--- src/hdl/qoi_enc_pkg.sv ---
// ---------------------------------------------------------------------------
// QOI encoder package
// Shared types, byte codes and the colour hash used by the encoder modules.
// ---------------------------------------------------------------------------
package qoi_enc_pkg;

   // Default for the longest run that one run byte may carry.
   localparam int MAX_RUN_DEFAULT = 62;

   // Colour table geometry and stored colour width.
   localparam int TABLE_DEPTH = 64;
   localparam int HASH_W      = 6;
   localparam int COLOUR_W    = 24;

   // The pending run count always fits in six bits.
   localparam int RUN_W = 6;

   // Byte counter inside one segment of output bytes (header is longest).
   localparam int IDX_W = 4;

   // Configuration port geometry.
   localparam int CSR_ADDR_W = 3;
   localparam int CSR_DATA_W = 32;

   // Register indexes.
   localparam logic REG_WIDTH  = 1'b0;
   localparam logic REG_HEIGHT = 1'b1;

   // Stream constants.
   localparam logic [31:0] HDR_MAGIC       = 32'h716F_6966;
   localparam logic [7:0]  HDR_CHANNELS    = 8'h03;
   localparam logic [7:0]  HDR_COLOURSPACE = 8'h01;
   localparam logic [7:0]  OP_RGB          = 8'hFE;
   localparam logic [1:0]  OP_DIFF_TAG     = 2'b01;
   localparam logic [1:0]  OP_LUMA_TAG     = 2'b10;
   localparam logic [1:0]  OP_RUN_TAG      = 2'b11;
   localparam logic [7:0]  END_PAD         = 8'h00;
   localparam logic [7:0]  END_LAST        = 8'h01;

   // Segment lengths in bytes.
   localparam logic [IDX_W-1:0] HDR_LEN = 4'd14;
   localparam logic [IDX_W-1:0] RUN_LEN = 4'd1;
   localparam logic [IDX_W-1:0] END_LEN = 4'd8;

   // Everything a pixel emits, in stream order: header, run, op, end marker.
   typedef struct packed {
      logic            has_hdr;
      logic            has_run;
      logic [7:0]      run_byte;
      logic [2:0]      op_len;
      logic [3:0][7:0] op_bytes;
      logic            has_end;
   } desc_type;

   // Output segment being sent; SEG_IDLE also marks the start of a list.
   typedef enum logic [2:0] {
      SEG_IDLE,
      SEG_HDR,
      SEG_RUN,
      SEG_OP,
      SEG_END
   } seg_type;

   // Colour table index: (3r + 5g + 7b) mod 64.
   function automatic logic [HASH_W-1:0] colour_hash(input logic [7:0] r,
                                                     input logic [7:0] g,
                                                     input logic [7:0] b);
      logic [7:0] sum;
      sum = (r * 8'd3) + (g * 8'd5) + (b * 8'd7);
      return sum[HASH_W-1:0];
   endfunction

endpackage

--- src/hdl/qoi_enc_ram.sv ---
// ---------------------------------------------------------------------------
// QOI encoder generic RAM
// One write port and one read port with registered read data.
// ---------------------------------------------------------------------------
module qoi_enc_ram #(
   parameter int WIDTH = 8,
   parameter int DEPTH = 16
) (
   input  logic                     clock,
   input  logic                     wr_en,
   input  logic [$clog2(DEPTH)-1:0] wr_addr,
   input  logic [WIDTH-1:0]         wr_data,
   input  logic                     rd_en,
   input  logic [$clog2(DEPTH)-1:0] rd_addr,
   output logic [WIDTH-1:0]         rd_data
);

   logic [WIDTH-1:0] mem_ff [DEPTH];
   logic [WIDTH-1:0] rd_data_ff;

   // Write port.
   always_ff @(posedge clock) begin
      if (wr_en) begin
         mem_ff[wr_addr] <= wr_data;
      end
   end

   // Read port; data holds while no read is issued.
   always_ff @(posedge clock) begin
      if (rd_en) begin
         rd_data_ff <= mem_ff[rd_addr];
      end
   end

   assign rd_data = rd_data_ff;

endmodule

--- src/hdl/qoi_enc_csr.sv ---
// ---------------------------------------------------------------------------
// QOI encoder configuration registers
// APB-style access to the image width and height written into the header.
// ---------------------------------------------------------------------------
module qoi_enc_csr (
   input  logic                               clock,
   input  logic                               reset,
   input  logic                               psel,
   input  logic                               penable,
   input  logic                               pwrite,
   input  logic [qoi_enc_pkg::CSR_ADDR_W-1:0] paddr,
   input  logic [qoi_enc_pkg::CSR_DATA_W-1:0] pwdata,
   output logic [qoi_enc_pkg::CSR_DATA_W-1:0] prdata,
   output logic                               pready,
   output logic [31:0]                        image_width,
   output logic [31:0]                        image_height
);
   import qoi_enc_pkg::*;

   logic [31:0] width_ff;
   logic [31:0] width_in;
   logic [31:0] height_ff;
   logic [31:0] height_in;
   logic        wr_transfer;
   logic        reg_sel;

   assign pready      = 1'b1;
   assign wr_transfer = psel && penable && pwrite && pready;
   assign reg_sel     = paddr[2];

   // Register write decode.
   always_comb begin
      width_in  = width_ff;
      height_in = height_ff;
      if (wr_transfer) begin
         case (reg_sel)
            REG_WIDTH:  width_in  = pwdata;
            REG_HEIGHT: height_in = pwdata;
            default:    width_in  = width_ff;
         endcase
      end
   end

   always_ff @(posedge clock) begin
      if (reset) begin
         width_ff  <= '0;
         height_ff <= '0;
      end else begin
         width_ff  <= width_in;
         height_ff <= height_in;
      end
   end

   // Read data.
   always_comb begin
      case (reg_sel)
         REG_WIDTH:  prdata = width_ff;
         REG_HEIGHT: prdata = height_ff;
         default:    prdata = '0;
      endcase
   end

   assign image_width  = width_ff;
   assign image_height = height_ff;

endmodule

--- src/hdl/qoi_enc_core.sv ---
// ---------------------------------------------------------------------------
// QOI encoder pixel stage
// Holds one pixel, chooses its op against the previous pixel, the colour
// table and the pending run, and hands the bytes it causes to the serialiser.
// ---------------------------------------------------------------------------
module qoi_enc_core #(
   parameter int MAX_RUN = qoi_enc_pkg::MAX_RUN_DEFAULT
) (
   input  logic                  clock,
   input  logic                  reset,
   input  logic                  req_valid,
   output logic                  req_stall,
   input  logic [7:0]            req_red,
   input  logic [7:0]            req_green,
   input  logic [7:0]            req_blue,
   input  logic                  req_final_pixel,
   output logic                  desc_valid,
   output qoi_enc_pkg::desc_type desc,
   input  logic                  desc_ready
);
   import qoi_enc_pkg::*;

   // Input register.
   logic                   a_valid_ff;
   logic                   a_valid_in;
   logic [COLOUR_W-1:0]    px_ff;
   logic [HASH_W-1:0]      hash_ff;
   logic                   fin_ff;
   logic                   fwd_hit_ff;
   logic [COLOUR_W-1:0]    fwd_data_ff;

   // Encoder state.
   logic [COLOUR_W-1:0]    prev_ff;
   logic [COLOUR_W-1:0]    prev_in;
   logic [RUN_W-1:0]       run_ff;
   logic [RUN_W-1:0]       run_in;
   logic                   first_ff;
   logic                   first_in;
   logic [TABLE_DEPTH-1:0] valid_ff;
   logic [TABLE_DEPTH-1:0] valid_in;

   logic                   req_fire;
   logic                   a_fire;
   logic [HASH_W-1:0]      hash_req;
   logic [COLOUR_W-1:0]    rd_data;
   logic [COLOUR_W-1:0]    entry;
   logic                   table_hit;
   logic                   same_px;
   logic [RUN_W-1:0]       run_inc;
   logic                   run_full;
   logic                   tbl_wr_en;
   logic                   desc_empty;
   desc_type               desc_cur;

   logic [7:0]             px_r;
   logic [7:0]             px_g;
   logic [7:0]             px_b;
   logic signed [8:0]      dr;
   logic signed [8:0]      dg;
   logic signed [8:0]      db;
   logic signed [9:0]      rg;
   logic signed [9:0]      bg;
   logic                   small_diff;
   logic                   luma_diff;

   // Handshake: the held pixel leaves when its bytes can be handed on.
   assign a_fire    = a_valid_ff && (desc_empty || desc_ready);
   assign req_stall = a_valid_ff && !a_fire;
   assign req_fire  = req_valid && !req_stall;
   assign hash_req  = colour_hash(req_red, req_green, req_blue);

   always_comb begin
      a_valid_in = a_valid_ff;
      if (req_fire) begin
         a_valid_in = 1'b1;
      end else if (a_fire) begin
         a_valid_in = 1'b0;
      end
   end

   always_ff @(posedge clock) begin
      if (reset) begin
         a_valid_ff <= 1'b0;
      end else begin
         a_valid_ff <= a_valid_in;
      end
   end

   // Pixel payload, plus forwarding of a table write made in the same cycle.
   always_ff @(posedge clock) begin
      if (req_fire) begin
         px_ff       <= {req_red, req_green, req_blue};
         hash_ff     <= hash_req;
         fin_ff      <= req_final_pixel;
         fwd_hit_ff  <= tbl_wr_en && !fin_ff && (hash_ff == hash_req);
         fwd_data_ff <= px_ff;
      end
   end

   // Colour table storage.
   qoi_enc_ram #(
      .WIDTH (COLOUR_W),
      .DEPTH (TABLE_DEPTH)
   ) u_table (
      .clock   (clock),
      .wr_en   (tbl_wr_en),
      .wr_addr (hash_ff),
      .wr_data (px_ff),
      .rd_en   (req_fire),
      .rd_addr (hash_req),
      .rd_data (rd_data)
   );

   // Table lookup: an entry never written since the stream began reads zero.
   assign entry     = !valid_ff[hash_ff] ? '0 : (fwd_hit_ff ? fwd_data_ff : rd_data);
   assign table_hit = (entry == px_ff);
   assign same_px   = (px_ff == prev_ff);
   assign run_inc   = run_ff + RUN_W'(1);
   assign run_full  = (run_inc >= RUN_W'(MAX_RUN));

   // Plain differences against the previous pixel.
   assign px_r = px_ff[23:16];
   assign px_g = px_ff[15:8];
   assign px_b = px_ff[7:0];
   assign dr   = $signed({1'b0, px_r}) - $signed({1'b0, prev_ff[23:16]});
   assign dg   = $signed({1'b0, px_g}) - $signed({1'b0, prev_ff[15:8]});
   assign db   = $signed({1'b0, px_b}) - $signed({1'b0, prev_ff[7:0]});
   assign rg   = $signed({dr[8], dr}) - $signed({dg[8], dg});
   assign bg   = $signed({db[8], db}) - $signed({dg[8], dg});

   assign small_diff = (dr >= -9'sd2) && (dr <= 9'sd1) && (dg >= -9'sd2) && (dg <= 9'sd1)
                       && (db >= -9'sd2) && (db <= 9'sd1);
   assign luma_diff  = (dg >= -9'sd32) && (dg <= 9'sd31) && (rg >= -10'sd8)
                       && (rg <= 10'sd7) && (bg >= -10'sd8) && (bg <= 10'sd7);

   // Table writes: first pixel, and every differing pixel that missed.
   assign tbl_wr_en = a_fire && (first_ff || (!same_px && !table_hit));

   // Bytes caused by the held pixel.
   always_comb begin
      desc_cur          = '0;
      desc_cur.has_end  = fin_ff;
      if (first_ff) begin
         desc_cur.has_hdr     = 1'b1;
         desc_cur.op_len      = 3'd4;
         desc_cur.op_bytes[0] = OP_RGB;
         desc_cur.op_bytes[1] = px_r;
         desc_cur.op_bytes[2] = px_g;
         desc_cur.op_bytes[3] = px_b;
      end else if (same_px) begin
         // The run is sent as it stands with this pixel counted in.
         desc_cur.has_run  = run_full || fin_ff;
         desc_cur.run_byte = {OP_RUN_TAG, run_ff};
      end else begin
         desc_cur.has_run  = (run_ff != '0);
         desc_cur.run_byte = {OP_RUN_TAG, run_ff - RUN_W'(1)};
         if (table_hit) begin
            desc_cur.op_len      = 3'd1;
            desc_cur.op_bytes[0] = {2'b00, hash_ff};
         end else if (small_diff) begin
            desc_cur.op_len      = 3'd1;
            desc_cur.op_bytes[0] = {OP_DIFF_TAG, dr[1:0] ^ 2'b10, dg[1:0] ^ 2'b10,
                                    db[1:0] ^ 2'b10};
         end else if (luma_diff) begin
            desc_cur.op_len      = 3'd2;
            desc_cur.op_bytes[0] = {OP_LUMA_TAG, dg[5:0] ^ 6'b10_0000};
            desc_cur.op_bytes[1] = {rg[3:0] ^ 4'b1000, bg[3:0] ^ 4'b1000};
         end else begin
            desc_cur.op_len      = 3'd4;
            desc_cur.op_bytes[0] = OP_RGB;
            desc_cur.op_bytes[1] = px_r;
            desc_cur.op_bytes[2] = px_g;
            desc_cur.op_bytes[3] = px_b;
         end
      end
   end

   assign desc_empty = !desc_cur.has_hdr && !desc_cur.has_run && (desc_cur.op_len == '0)
                       && !desc_cur.has_end;
   assign desc_valid = a_valid_ff && !desc_empty;
   assign desc       = desc_cur;

   // State update when the held pixel leaves.
   always_comb begin
      prev_in  = prev_ff;
      run_in   = run_ff;
      first_in = first_ff;
      valid_in = valid_ff;
      if (a_fire) begin
         if (fin_ff) begin
            prev_in  = '0;
            run_in   = '0;
            first_in = 1'b1;
            valid_in = '0;
         end else if (first_ff) begin
            prev_in           = px_ff;
            first_in          = 1'b0;
            valid_in[hash_ff] = 1'b1;
         end else if (same_px) begin
            run_in = run_full ? '0 : run_inc;
         end else begin
            prev_in = px_ff;
            run_in  = '0;
            // An entry is marked only once the table holds it; a hit on an
            // unwritten entry leaves it reading zero.
            if (!table_hit) begin
               valid_in[hash_ff] = 1'b1;
            end
         end
      end
   end

   always_ff @(posedge clock) begin
      if (reset) begin
         prev_ff  <= '0;
         run_ff   <= '0;
         first_ff <= 1'b1;
         valid_ff <= '0;
      end else begin
         prev_ff  <= prev_in;
         run_ff   <= run_in;
         first_ff <= first_in;
         valid_ff <= valid_in;
      end
   end

`ifndef NO_ASSERTIONS
   // A final pixel leaves the encoder ready for a new stream.
   a_final_clears : assert property (@(posedge clock) disable iff (reset)
      a_fire && fin_ff |=> first_ff && (run_ff == '0) && (valid_ff == '0))
      else $error("stream state not cleared after final pixel");

   // A pending run never reaches the flush length.
   a_run_bound : assert property (@(posedge clock) disable iff (reset)
      run_ff < RUN_W'(MAX_RUN))
      else $error("pending run reached its limit");

   // The header is always followed by a raw colour op.
   a_hdr_raw : assert property (@(posedge clock) disable iff (reset)
      desc_valid && desc.has_hdr |-> (desc.op_len == 3'd4) && (desc.op_bytes[0] == OP_RGB))
      else $error("first pixel not coded raw");
`endif

endmodule

--- src/hdl/qoi_enc_ser.sv ---
// ---------------------------------------------------------------------------
// QOI encoder byte serialiser
// Sends the bytes of one pixel in stream order, one per transfer, and takes
// the next pixel's bytes in the cycle its last byte goes out.
// ---------------------------------------------------------------------------
module qoi_enc_ser (
   input  logic                  clock,
   input  logic                  reset,
   input  logic                  desc_valid,
   input  qoi_enc_pkg::desc_type desc,
   output logic                  desc_ready,
   input  logic [31:0]           image_width,
   input  logic [31:0]           image_height,
   output logic                  rsp_valid,
   input  logic                  rsp_stall,
   output logic [7:0]            rsp_code_byte,
   output logic                  rsp_last_of_item,
   output logic                  rsp_stream_done
);
   import qoi_enc_pkg::*;

   logic             busy_ff;
   logic             busy_in;
   seg_type          seg_ff;
   seg_type          seg_in;
   logic [IDX_W-1:0] idx_ff;
   logic [IDX_W-1:0] idx_in;
   desc_type         desc_ff;
   desc_type         desc_in;

   logic [IDX_W-1:0] seg_len;
   logic             seg_last;
   seg_type          seg_next;
   logic             last_byte;
   logic             out_fire;
   logic             load;
   logic [7:0]       hdr_bytes [14];

   // Segment that follows cur in the byte list of d; SEG_IDLE when none does.
   function automatic seg_type next_seg(input seg_type cur, input desc_type d);
      logic take_hdr;
      logic take_run;
      logic take_op;
      logic take_end;
      take_hdr = d.has_hdr && (cur == SEG_IDLE);
      take_run = d.has_run && ((cur == SEG_IDLE) || (cur == SEG_HDR));
      take_op  = (d.op_len != '0) && ((cur == SEG_IDLE) || (cur == SEG_HDR)
                                      || (cur == SEG_RUN));
      take_end = d.has_end && (cur != SEG_END);
      if (take_hdr) begin
         return SEG_HDR;
      end else if (take_run) begin
         return SEG_RUN;
      end else if (take_op) begin
         return SEG_OP;
      end else if (take_end) begin
         return SEG_END;
      end else begin
         return SEG_IDLE;
      end
   endfunction

   // Length of the segment being sent.
   always_comb begin
      case (seg_ff)
         SEG_HDR: seg_len = HDR_LEN;
         SEG_RUN: seg_len = RUN_LEN;
         SEG_OP:  seg_len = {1'b0, desc_ff.op_len};
         SEG_END: seg_len = END_LEN;
         default: seg_len = RUN_LEN;
      endcase
   end

   assign seg_last   = (idx_ff == seg_len - IDX_W'(1));
   assign seg_next   = next_seg(seg_ff, desc_ff);
   assign last_byte  = seg_last && (seg_next == SEG_IDLE);
   assign out_fire   = busy_ff && !rsp_stall;
   assign desc_ready = !busy_ff || (out_fire && last_byte);
   assign load       = desc_valid && desc_ready;

   // Next state.
   always_comb begin
      busy_in = busy_ff;
      seg_in  = seg_ff;
      idx_in  = idx_ff;
      desc_in = desc_ff;
      if (load) begin
         busy_in = 1'b1;
         seg_in  = next_seg(SEG_IDLE, desc);
         idx_in  = '0;
         desc_in = desc;
      end else if (out_fire) begin
         if (last_byte) begin
            busy_in = 1'b0;
            seg_in  = SEG_IDLE;
         end else if (seg_last) begin
            seg_in = seg_next;
            idx_in = '0;
         end else begin
            idx_in = idx_ff + IDX_W'(1);
         end
      end
   end

   always_ff @(posedge clock) begin
      if (reset) begin
         busy_ff <= 1'b0;
         seg_ff  <= SEG_IDLE;
         idx_ff  <= '0;
      end else begin
         busy_ff <= busy_in;
         seg_ff  <= seg_in;
         idx_ff  <= idx_in;
      end
   end

   always_ff @(posedge clock) begin
      desc_ff <= desc_in;
   end

   // Header bytes: magic, width and height big-endian, channels, colour space.
   always_comb begin
      hdr_bytes[0]  = HDR_MAGIC[31:24];
      hdr_bytes[1]  = HDR_MAGIC[23:16];
      hdr_bytes[2]  = HDR_MAGIC[15:8];
      hdr_bytes[3]  = HDR_MAGIC[7:0];
      hdr_bytes[4]  = image_width[31:24];
      hdr_bytes[5]  = image_width[23:16];
      hdr_bytes[6]  = image_width[15:8];
      hdr_bytes[7]  = image_width[7:0];
      hdr_bytes[8]  = image_height[31:24];
      hdr_bytes[9]  = image_height[23:16];
      hdr_bytes[10] = image_height[15:8];
      hdr_bytes[11] = image_height[7:0];
      hdr_bytes[12] = HDR_CHANNELS;
      hdr_bytes[13] = HDR_COLOURSPACE;
   end

   // Outputs.
   always_comb begin
      rsp_valid        = busy_ff;
      rsp_last_of_item = last_byte;
      rsp_stream_done  = 1'b0;
      case (seg_ff)
         SEG_HDR: rsp_code_byte = hdr_bytes[idx_ff];
         SEG_RUN: rsp_code_byte = desc_ff.run_byte;
         SEG_OP:  rsp_code_byte = desc_ff.op_bytes[idx_ff[1:0]];
         SEG_END: begin
            rsp_code_byte   = seg_last ? END_LAST : END_PAD;
            rsp_stream_done = seg_last;
         end
         default: rsp_code_byte = END_PAD;
      endcase
   end

`ifndef NO_ASSERTIONS
   // While busy there is always a segment to send.
   a_busy_seg : assert property (@(posedge clock) disable iff (reset)
      busy_ff |-> (seg_ff != SEG_IDLE))
      else $error("serialiser busy without a segment");

   // The end marker closes the bytes of its pixel.
   a_done_last : assert property (@(posedge clock) disable iff (reset)
      rsp_valid && rsp_stream_done |-> rsp_last_of_item)
      else $error("end marker is not the last byte of its pixel");
`endif

endmodule

--- src/hdl/qoi_rgb_image_encoder.sv ---
// ---------------------------------------------------------------------------
// QOI RGB image encoder
// Turns a stream of RGB pixels into a QOI-style byte stream.
// ---------------------------------------------------------------------------
// Usage: pixels arrive on the req_ channel, one per transfer; req_final_pixel
// marks the last pixel of an image. Encoded bytes leave on the rsp_ channel,
// one per transfer, with rsp_last_of_item on the last byte caused by a pixel
// and rsp_stream_done on the closing end-marker byte. Width and height for
// the header are written over the APB port before the first pixel.
// A pixel passes the core's input register, then the serialiser shows its
// first byte. Throughput: pixels causing one byte or none flow at one per
// cycle while rsp_stall is low; a pixel that causes k bytes holds the input
// until its last byte goes out, set by the single byte-wide output port (the
// first pixel of an image causes 18 bytes, 26 when it is also the last).
// Reset clears the registers, the previous pixel, the pending run and the
// colour table, and the next pixel starts a new stream with its header.
// A stall on rsp_ holds the byte shown; the input register then fills and
// req_stall rises until the serialiser moves on.
// ---------------------------------------------------------------------------
module qoi_rgb_image_encoder #(
   parameter int MAX_RUN = qoi_enc_pkg::MAX_RUN_DEFAULT
) (
   input  logic                               clock,
   input  logic                               reset,
   input  logic                               req_valid,
   output logic                               req_stall,
   input  logic [7:0]                         req_red,
   input  logic [7:0]                         req_green,
   input  logic [7:0]                         req_blue,
   input  logic                               req_final_pixel,
   output logic                               rsp_valid,
   input  logic                               rsp_stall,
   output logic [7:0]                         rsp_code_byte,
   output logic                               rsp_last_of_item,
   output logic                               rsp_stream_done,
   input  logic                               psel,
   input  logic                               penable,
   input  logic                               pwrite,
   input  logic [qoi_enc_pkg::CSR_ADDR_W-1:0] paddr,
   input  logic [qoi_enc_pkg::CSR_DATA_W-1:0] pwdata,
   output logic [qoi_enc_pkg::CSR_DATA_W-1:0] prdata,
   output logic                               pready
);
   import qoi_enc_pkg::*;

   logic [31:0] image_width;
   logic [31:0] image_height;
   logic        desc_valid;
   logic        desc_ready;
   desc_type    desc;

   // Configuration registers.
   qoi_enc_csr u_csr (
      .clock        (clock),
      .reset        (reset),
      .psel         (psel),
      .penable      (penable),
      .pwrite       (pwrite),
      .paddr        (paddr),
      .pwdata       (pwdata),
      .prdata       (prdata),
      .pready       (pready),
      .image_width  (image_width),
      .image_height (image_height)
   );

   // Pixel stage.
   qoi_enc_core #(
      .MAX_RUN (MAX_RUN)
   ) u_core (
      .clock           (clock),
      .reset           (reset),
      .req_valid       (req_valid),
      .req_stall       (req_stall),
      .req_red         (req_red),
      .req_green       (req_green),
      .req_blue        (req_blue),
      .req_final_pixel (req_final_pixel),
      .desc_valid      (desc_valid),
      .desc            (desc),
      .desc_ready      (desc_ready)
   );

   // Byte serialiser.
   qoi_enc_ser u_ser (
      .clock            (clock),
      .reset            (reset),
      .desc_valid       (desc_valid),
      .desc             (desc),
      .desc_ready       (desc_ready),
      .image_width      (image_width),
      .image_height     (image_height),
      .rsp_valid        (rsp_valid),
      .rsp_stall        (rsp_stall),
      .rsp_code_byte    (rsp_code_byte),
      .rsp_last_of_item (rsp_last_of_item),
      .rsp_stream_done  (rsp_stream_done)
   );

endmodule
--- config.mk ---
export PLATFORM = sky130hd
export DESIGN_NAME = qoi_rgb_image_encoder
export DESIGN_NICKNAME = d
export VERILOG_FILES = /design/src/hdl/qoi_enc_pkg.sv /design/src/hdl/qoi_enc_ram.sv /design/src/hdl/qoi_enc_csr.sv /design/src/hdl/qoi_enc_core.sv /design/src/hdl/qoi_enc_ser.sv /design/src/hdl/qoi_rgb_image_encoder.sv
export SDC_FILE = /design/constraint.sdc
export NUM_CORES = 2
export LEC_CHECK = 0
export BUFFER_PORTS_ARGS = -buffer_cell sky130_fd_sc_hd__buf_4
export CAP_MARGIN = 5
export CORE_AREA = 2 2 512 514
export DETAILED_ROUTE_END_ITERATION = 12
export DIE_AREA = 0 0 514 516
export PLACE_DENSITY = 0.51
export SETUP_SLACK_MARGIN = 0.5
export SLEW_MARGIN = 20
export SYNTH_ARGS = -nofsm -noshare
export SYNTH_HDL_FRONTEND = slang
export SYNTH_SLANG_ARGS = --single-unit
--- constraint.sdc ---
create_clock -name clock -period 8.4 [get_ports clock]
set_clock_uncertainty 0.1 [all_clocks]
set_input_delay 1.26 -clock clock [delete_from_list [all_inputs] [get_ports clock]]
set_output_delay 1.26 -clock clock [all_outputs]
set_load 0.02 [all_outputs]
* Yosys cells after proc, flatten, opt, wreduce, memory -nomap -nowiden *
Memories as Yosys holds them, arrays and structs flattened. A register that Yosys moved wholly into a read port is not among the register bits.
Cells that the tools add are included.

storage, ports and cells
  register bits = 270
  bits in writable memories = 1,536
  bits of input ports = 67
  output and inout bits = 45
  word-level logic and storage cells = 209
  memories kept = 1

operators by class
  $add $sub $neg = 11
  multiply operators = 3
  magnitude comparators = 17
  eq/ne operators = 12
  muxes and demuxes = 62
  bitwise logic cells = 10
  reduce and logical (&&, ||, !) cells = 68

memories
  name                   words  bits a word  rd ports  clocked after memory_dff  wr ports  RTL line           source
  u_core.u_table.mem_ff  64     24           1         1                         1         qoi_enc_ram.sv:18  logic [WIDTH-1:0] mem_ff [DEPTH];

operator list
  operator                                              count
  2-to-1 mux 64 bit                                     4
  2-to-1 mux 24 bit                                     7
  2-to-1 mux 35 bit                                     2
  OR 64 bit                                             1
  one-hot mux 32 bit (2 select lines)                   1
  == test 24 bit                                        2
  2-to-1 mux 3 bit                                      15
  2-to-1 mux 8 bit                                      5
  binary-select mux 8 bit (select 4 bit)                1
  logical AND 1 bit                                     32
  2-to-1 mux 16 bit                                     2
  one-hot mux 8 bit (4 select lines)                    1
  >= comparator 9 x 2 -> 1 bit, second input constant   3
  <= comparator 9 x 2 -> 1 bit, second input constant   3
  subtractor 8 x 8 -> 9 bit                             3
  2-to-1 mux 6 bit                                      4
  >= comparator 10 x 4 -> 1 bit, second input constant  2
  <= comparator 10 x 4 -> 1 bit, second input constant  2
  subtractor 9 x 9 -> 10 bit                            2
  2-to-1 mux 9 bit                                      2
  binary-select mux 8 bit (select 2 bit)                1
  multiplier 8 x 3 -> 6 bit, second input constant      2
  AND reduction 2 bit                                   7
  2-to-1 mux 1 bit                                      13
  35 further kinds                                      66

* Depth between registers and ports, before layout *
  depth after elaboration = 22
  depth in mapped cells = 21
  gate-level depth less buffers = 20

* By module *
A second synthesis with hierarchy kept.

unflattened totals
  cell total of the unflattened synthesis = 4,257
  area total of the unflattened synthesis = 76,054.2 um2

modules (own cells, without submodules)
  module        times used  cells each  area an instance (um2)  sequential area each (um2)
  qoi_enc_ram   1           2,610       59,535.8                46,844.9
  qoi_enc_core  1           1,123       10,313.6                3,603.5
  qoi_enc_ser   1           241         3,128.0                 1,541.5
  qoi_enc_csr   1           283         3,076.7                 1,281.2

* Least setup slack after synthesis *
Ideal clock, no wire load.

  kind = register to register
  from = register u_core.px_ff[0]
  to = register u_core.fin_ff, enable pin
  setup time = 0.527 ns
  arrival time = 6.756 ns
  required time = 7.773 ns
  setup slack = 1.018 ns
  cell stages (with the launch flop) = 12
  path buffers = 1
  period minus slack after synthesis = 7.382 ns
  cell sequence = edfxtp_1 > inv_1 > ha_1 > nand4_1 > nor3_1 > nand3_1 > or4_1 > clkbuf_1 > nor3_1 > nand2b_1 > nor2_1 > nor2b_1

on the way
  word-level cells in the longest chain between the ends = 19
  elaborated cells between the ends (all ways) = 30
  those cells by class = 2 x add/sub; 4 x order compare; 2 x eq/ne; 7 x mux; 15 x reduce/logical

ends and longest elaborated chain
  what                            RTL line                     source
  start: declaration              qoi_enc_core.sv:26           logic [COLOUR_W-1:0] px_ff;
  start signal: assignment        qoi_enc_core.sv:92           px_ff <= {req_red, req_green, req_blue};
  subtractor 8 x 8 -> 9 bit       qoi_enc_core.sv:127          assign db = $signed({1'b0, px_b}) - $signed({1'b0, prev_ff[7:0]});
  subtractor 9 x 9 -> 10 bit      qoi_enc_core.sv:129          assign bg = $signed({db[8], db}) - $signed({dg[8], dg});
  >= comparator 10 x 4 -> 1 bit   qoi_enc_core.sv:134          && (rg <= 10'sd7) && (bg >= -10'sd8) && (bg <= 10'sd7);
  logical AND 1 bit (2 in a row)  qoi_enc_core.sv:134
  2-to-1 mux 3 bit                qoi_enc_core.sv:164          end else if (luma_diff) begin
  2-to-1 mux 3 bit                qoi_enc_core.sv:160          end else if (small_diff) begin
  2-to-1 mux 3 bit                qoi_enc_core.sv:157          if (table_hit) begin
  2-to-1 mux 35 bit               qoi_enc_core.sv:150          end else if (same_px) begin
  [3 not listed]                  n/a
  logical AND 1 bit *             qoi_enc_core.sv:179          && !desc_cur.has_end;
  logical OR 1 bit *              qoi_enc_core.sv:67           assign a_fire = a_valid_ff && (desc_empty || desc_ready);
  logical AND 1 bit *             qoi_enc_core.sv:67
  logical NOT 1 bit *             qoi_enc_core.sv:68           assign req_stall = a_valid_ff && !a_fire;
  logical AND 1 bit *             qoi_enc_core.sv:68
  via req_stall                   qoi_rgb_image_encoder.sv:26  output logic req_stall,
  logical NOT 1 bit *             qoi_enc_core.sv:69           assign req_fire = req_valid && !req_stall;
  logical AND 1 bit *             qoi_enc_core.sv:69
  end signal: assignment          qoi_enc_core.sv:94           fin_ff <= req_final_pixel;
  end: declaration                qoi_enc_core.sv:28           logic fin_ff;

The timed path passes the listed nets; every way through them passes the cells marked *.
A chain may end at the register's enable or synchronous reset.

* Final worst setup path *
  from = register u_core.hash_ff[0]
  to = memory u_core.u_table.mem_ff[22][22] (netlist name), enable pin

on the way
  word-level cells in the longest chain between the ends = 15
  elaborated cells between the ends (all ways) = 18
  those cells by class = 1 x eq/ne; 8 x mux; 9 x reduce/logical

ends and longest elaborated chain
  what                                    RTL line             source
  start: declaration                      qoi_enc_core.sv:27   logic [HASH_W-1:0] hash_ff;
  start signal: assignment                qoi_enc_core.sv:93   hash_ff <= hash_req;
  binary-select mux 1 bit (select 6 bit)  qoi_enc_core.sv:115  assign entry = !valid_ff[hash_ff] ? '0 : (fwd_hit_ff ? fwd_data_ff : rd_data);
  2-to-1 mux 1 bit (not written as such)  qoi_enc_core.sv:115
  2-to-1 mux 24 bit                       qoi_enc_core.sv:115
  == test 24 bit                          qoi_enc_core.sv:116  assign table_hit = (entry == px_ff);
  2-to-1 mux 3 bit                        qoi_enc_core.sv:157
  2-to-1 mux 35 bit                       qoi_enc_core.sv:150
  2-to-1 mux 35 bit                       qoi_enc_core.sv:143  if (first_ff) begin
  logical NOT 3 bit                       qoi_enc_core.sv:178  assign desc_empty = !desc_cur.has_hdr && !desc_cur.has_run && (desc_cur.op_len == '0)
  logical AND 1 bit                       qoi_enc_core.sv:178
  logical AND 1 bit                       qoi_enc_core.sv:179
  logical OR 1 bit                        qoi_enc_core.sv:67
  logical AND 1 bit                       qoi_enc_core.sv:67
  logical AND 1 bit                       qoi_enc_core.sv:137  assign tbl_wr_en = a_fire && (first_ff || (!same_px && !table_hit));
  2-to-1 mux 1 bit                        qoi_enc_ram.sv:23    if (wr_en) begin
  2-to-1 mux 1 bit (not written as such)  qoi_enc_ram.sv:24    mem_ff[wr_addr] <= wr_data;
  end: declaration                        qoi_enc_ram.sv:18

Several ways; a longest one is shown, not always the timed one. The select of a mux whose other input is x is not followed.

==> impl_metrics.csv <==
group,metric,value,unit
global_route,grt_max_degree,81,
pwr,p_sw,8.959,mW
critical_path,crit_chain,"buf_4, mux4_2, a22oi_1, nand4_1, and3_1, a31oi_1, o21bai_1, nor2_1, nand3_1, nor2_4, buf_4",
pwr,swShare,0.3339,
drt,dr.pass1.iters,5,
clocking,cts_max_level,4,
timing,worstMarginPinSlew,1.192,ns
synthesis,ys.flop_type,"edfxtp_1",
die,num_rows,187,
synthesis,syn_nets,4122,
clocking,cts_tree,"done",
synthesis,netlist_area,75060,µm²
pwr,irDropWorstVdd,0.0007991,V
die,core-area,259200,µm²
layout,multi_input_area,21300,µm²
synthesis,synth_area_leaders,"edfxtp_1 (66%), mux4_2 (15%), dfxtp_1 (4.5%)",
pwr,powerDensity,307.1,nW/µm²
timing,fin_crit,6.671,ns
place,port_buffers,108,
pwr,leakage,27.26,nW
drt,wl,204800,µm
timing,finalSetupTns,0,ns
drt,wl_per_cell,26.28,µm
pwr,intPower,17.87,mW
critical_path,path_depth,11,
synthesis,ys_seq_area_frac,0.7093,
synthesis,async_reset_ff_frac,0,
flow_run,drv_cap,0,
pwr,clockPowerShare,0.291,
drt,drt_iter0_drc,3787,
global_route,grt_pass1_vias,39610,
die,die_x,514,µm
timing,fmax,149.9,MHz
global_route,antenna_found_initial,7,
place,placed_cells,7452,
critical_path,crit_type,"flip-flop to flip-flop",
clocking,cts_hold_buf,0,
outcome,status,"complete, no violations",
layout,regArea,53240,µm²
timing,period_share,0.7942,
global_route,grt_pass1_wl,292600,µm
synthesis,synth_edf_count,1661,
critical_path,cp.buffers_inverters,2,
clocking,post_cts_resized,0,
layout,fillers,24490,
layout,instances_no_fill,7794,
critical_path,required,8.81,ns
timing,rsz0062_at_grt,"false",
synthesis,synth_top_area_frac,0.6645,
critical_path,slowest_stage,"nor2_4",
timing,slew_violations,0,
layout,syn2layout_area_growth,16.40,%
synthesis,yosysWarningCount,0,
global_route,gr-total-overflow,0,
min_path,hold_class,"flip-flop to flip-flop",
synthesis,synth.largest_area_cell,"edfxtp_1",
die,io_pins,112,
drt,drc,0,
place,place_congestion,0.8471,
global_route,grt.total_usage,0.1520,
pwr,p_seq_frac,0.390,
timing,slew_headroom,0.2055,
clocking,cts.clk_slew.worst_paths,0.06,ns
synthesis,ys_types,100,
die,dieArea,265200,µm²
drt,ant_nets,0,
layout,nNetsFinal,4384,
critical_path,arrival,7.08,ns
clocking,numClockSinks,1829,
clocking,cts_made_buffers,183,
place,dp_hpwl,124100,µm
layout,drive_gt1_frac,0.2708,
synthesis,synthCells,3977,
critical_path,cp_max_fo,15,
synthesis,syn_area_per_cell,18.87,µm²
critical_path,cpMostUsedCell,"buf_4",
min_path,hold_depth,2,
pwr,p_comb_frac,0.319,
critical_path,worstSetupEndpointType,"flip-flop",
synthesis,ys_seq_elements,1829,
timing,setup_viol,0,
clocking,worst_skew_pair.late_latency,0.81,ns
die,fp.dieH,516,µm
clocking,root_buffer,"clkbuf_16",
critical_path,max_stage_delay,1.05,ns
critical_path,reg2reg_depth,11,
clocking,clockBufferDepth,3,
critical_path,cp_top_family,"simple AND/OR/NAND/NOR gates",
timing,finalHoldViolCount,0,
critical_path,worst_setup_path_start_kind,"flip-flop",
drt,dr_total_vias,39140,
die,start_util,0.2895,
clocking,post_cts_buffers,0,
drt,vias_per_cell,5.022,
-- kinds of logic (layout without fill, tap and decap cells) --
group	after synthesis	after routing	share of synthesized area
AOI/OAI and AO/OA	489	489	0.04501
DFF	1829	1829	0.7093
and+or+nand+nor	628	628	0.04086
muxes	612	612	0.1678
other	1	3	0.00004996
adders and majority gates	81	81	0.01550
buffers and inverters	284	697	0.01484
xor gates and xnor gates	53	53	0.006651
-- worst register-to-register path, cell delays in order (launching register included) --
cell and delay [ns]:
edfxtp_1 0.91, buf_4 0.41, mux4_2 0.55, a22oi_1 0.19, nand4_1 0.13, and3_1 0.25, a31oi_1 0.76, o21bai_1 0.50
nor2_1 0.35, nand3_1 0.84, nor2_4 1.06, buf_4 0.32
-- area by class of cell --
| class | instances | share of cell area |
|---|---|---|
| Clock buffer | 240 | 0.05522 |
| Antenna cell | 2 | 0.00005728 |
| Timing Repair Buffer | 278 | 0.03030 |
| Clock inverter | 96 | 0.008979 |
| Multi-Input combinational cell | 1864 | 0.2438 |
| Tap cell | 3402 | 0.04872 |
| Inverter | 83 | 0.003566 |
| Sequential cell | 1829 | 0.6094 |
-- path summary, 6_finish.rpt --
check	startpoint	endpoint	slack (ns)
setup / recovery	u_core.hash_ff[0]$_DFFE_PP_	u_core.u_table.mem_ff[22][22]$_DFFE_PP_	1.73
hold / removal	u_core.valid_ff[4]$_SDFFE_PP0P_	u_core.valid_ff[4]$_SDFFE_PP0P_	0.35
setup reg to reg	u_core.hash_ff[0]$_DFFE_PP_	u_core.u_table.mem_ff[22][22]$_DFFE_PP_	1.73
hold reg to reg	u_core.valid_ff[4]$_SDFFE_PP0P_	u_core.valid_ff[4]$_SDFFE_PP0P_	0.35
-- power groups by stage --
stage                     clock network (mW)  registers (mW)  logic [mW]
after CTS                               7.99            10.5        8.65
after floorplan                            0            10.6        4.79
after global routing                    8.35            10.5        8.90
after detailed placement                   0            10.6        8.64
after global placement                     0            10.6        8.62
final                                   7.80            10.5        8.57
-- cell usage after synthesis, types with 24 or more instances --
| master | n |
|---|---|
| edfxtp_1 | 1661 |
| mux4_2 | 513 |
| nand2_1 | 222 |
| dfxtp_1 | 168 |
| a21oi_1 | 150 |
| clkbuf_1 | 139 |
| nor2_1 | 135 |
| inv_1 | 79 |
| nor2b_1 | 70 |
| o21a_1 | 65 |
| o21ai_0 | 61 |
| mux2i_1 | 60 |
| ha_1 | 57 |
| buf_1 | 45 |
| mux2_2 | 39 |
| a211oi_1 | 33 |
| xnor2_1 | 33 |
| nand3_1 | 32 |
| nand2b_1 | 30 |
| nor3_1 | 27 |
| a22o_1 | 24 |
-- layer usage --
| layer | vias to the layer above | GRT usage | wire length (µm) |
|---|---|---|---|
| met5 | - | 0 | 0 |
| met4 | 0 | 0.03499 | 4350 |
| met3 | 255 | 0.02330 | 11430 |
| met2 | 1154 | 0.2484 | 98680 |
| met1 | 20960 | 0.2134 | 90360 |
| li1 | 16770 | - | - |
-- cells in the final DEF (no fill, tap or decap), types with 20 or more instances in the layout --
cell       synthesis  final
o21ai_0           61     61
mux2_2            39     39
mux4_2           513    513
nor2_1           135     69
nand2b_1          30     30
dfxtp_1          168    167
buf_12             0     25
nand3_1           32     32
buf_4              3    240
a22o_1            24     24
clkinv_2           0     24
clkbuf_16          0    184
nor2b_1           70     68
nor3_1            27     27
clkinv_1           2     46
nand2_1          222    222
fa_1              21     20
xnor2_1           33     31
ha_1              57     54
inv_1             79     79
a21oi_1          150    148
clkbuf_1         139     55
a211oi_1          33     33
mux2i_1           60     60
nor2_4             0     66
edfxtp_1        1661   1661
o21a_1            65     65
-- per-stage QoR --
step           utilization  cell area, µm²  power (mW)  hold WS [ns]  worst slack [ns]
2_1_floorplan            -           75060       15.40        0.3198             1.018
3_3_place_gp        0.3134           81250       19.26        0.3336             1.407
3_5_place_dp        0.3150           81670       19.29        0.3421             1.426
4_1_cts             0.3367           87280       27.10        0.3557             1.814
5_1_grt             0.3370           87360       27.72        0.3729             1.527
6_report            0.3370           87370       26.83        0.3529             1.729
-- sequential cells by signal (all words and copies together), names as in the netlist, 24 cells and up --
register and flops:
u_core.u_table.mem_ff 1536, u_csr.image_height 32, u_core.prev_ff 24, u_core.px_ff 24, u_core.u_table.rd_data 24, u_core.valid_ff 64
u_core.fwd_data_ff 24, u_ser.desc_ff 45, u_csr.image_width 32
(Power assumes the default switching activity.)
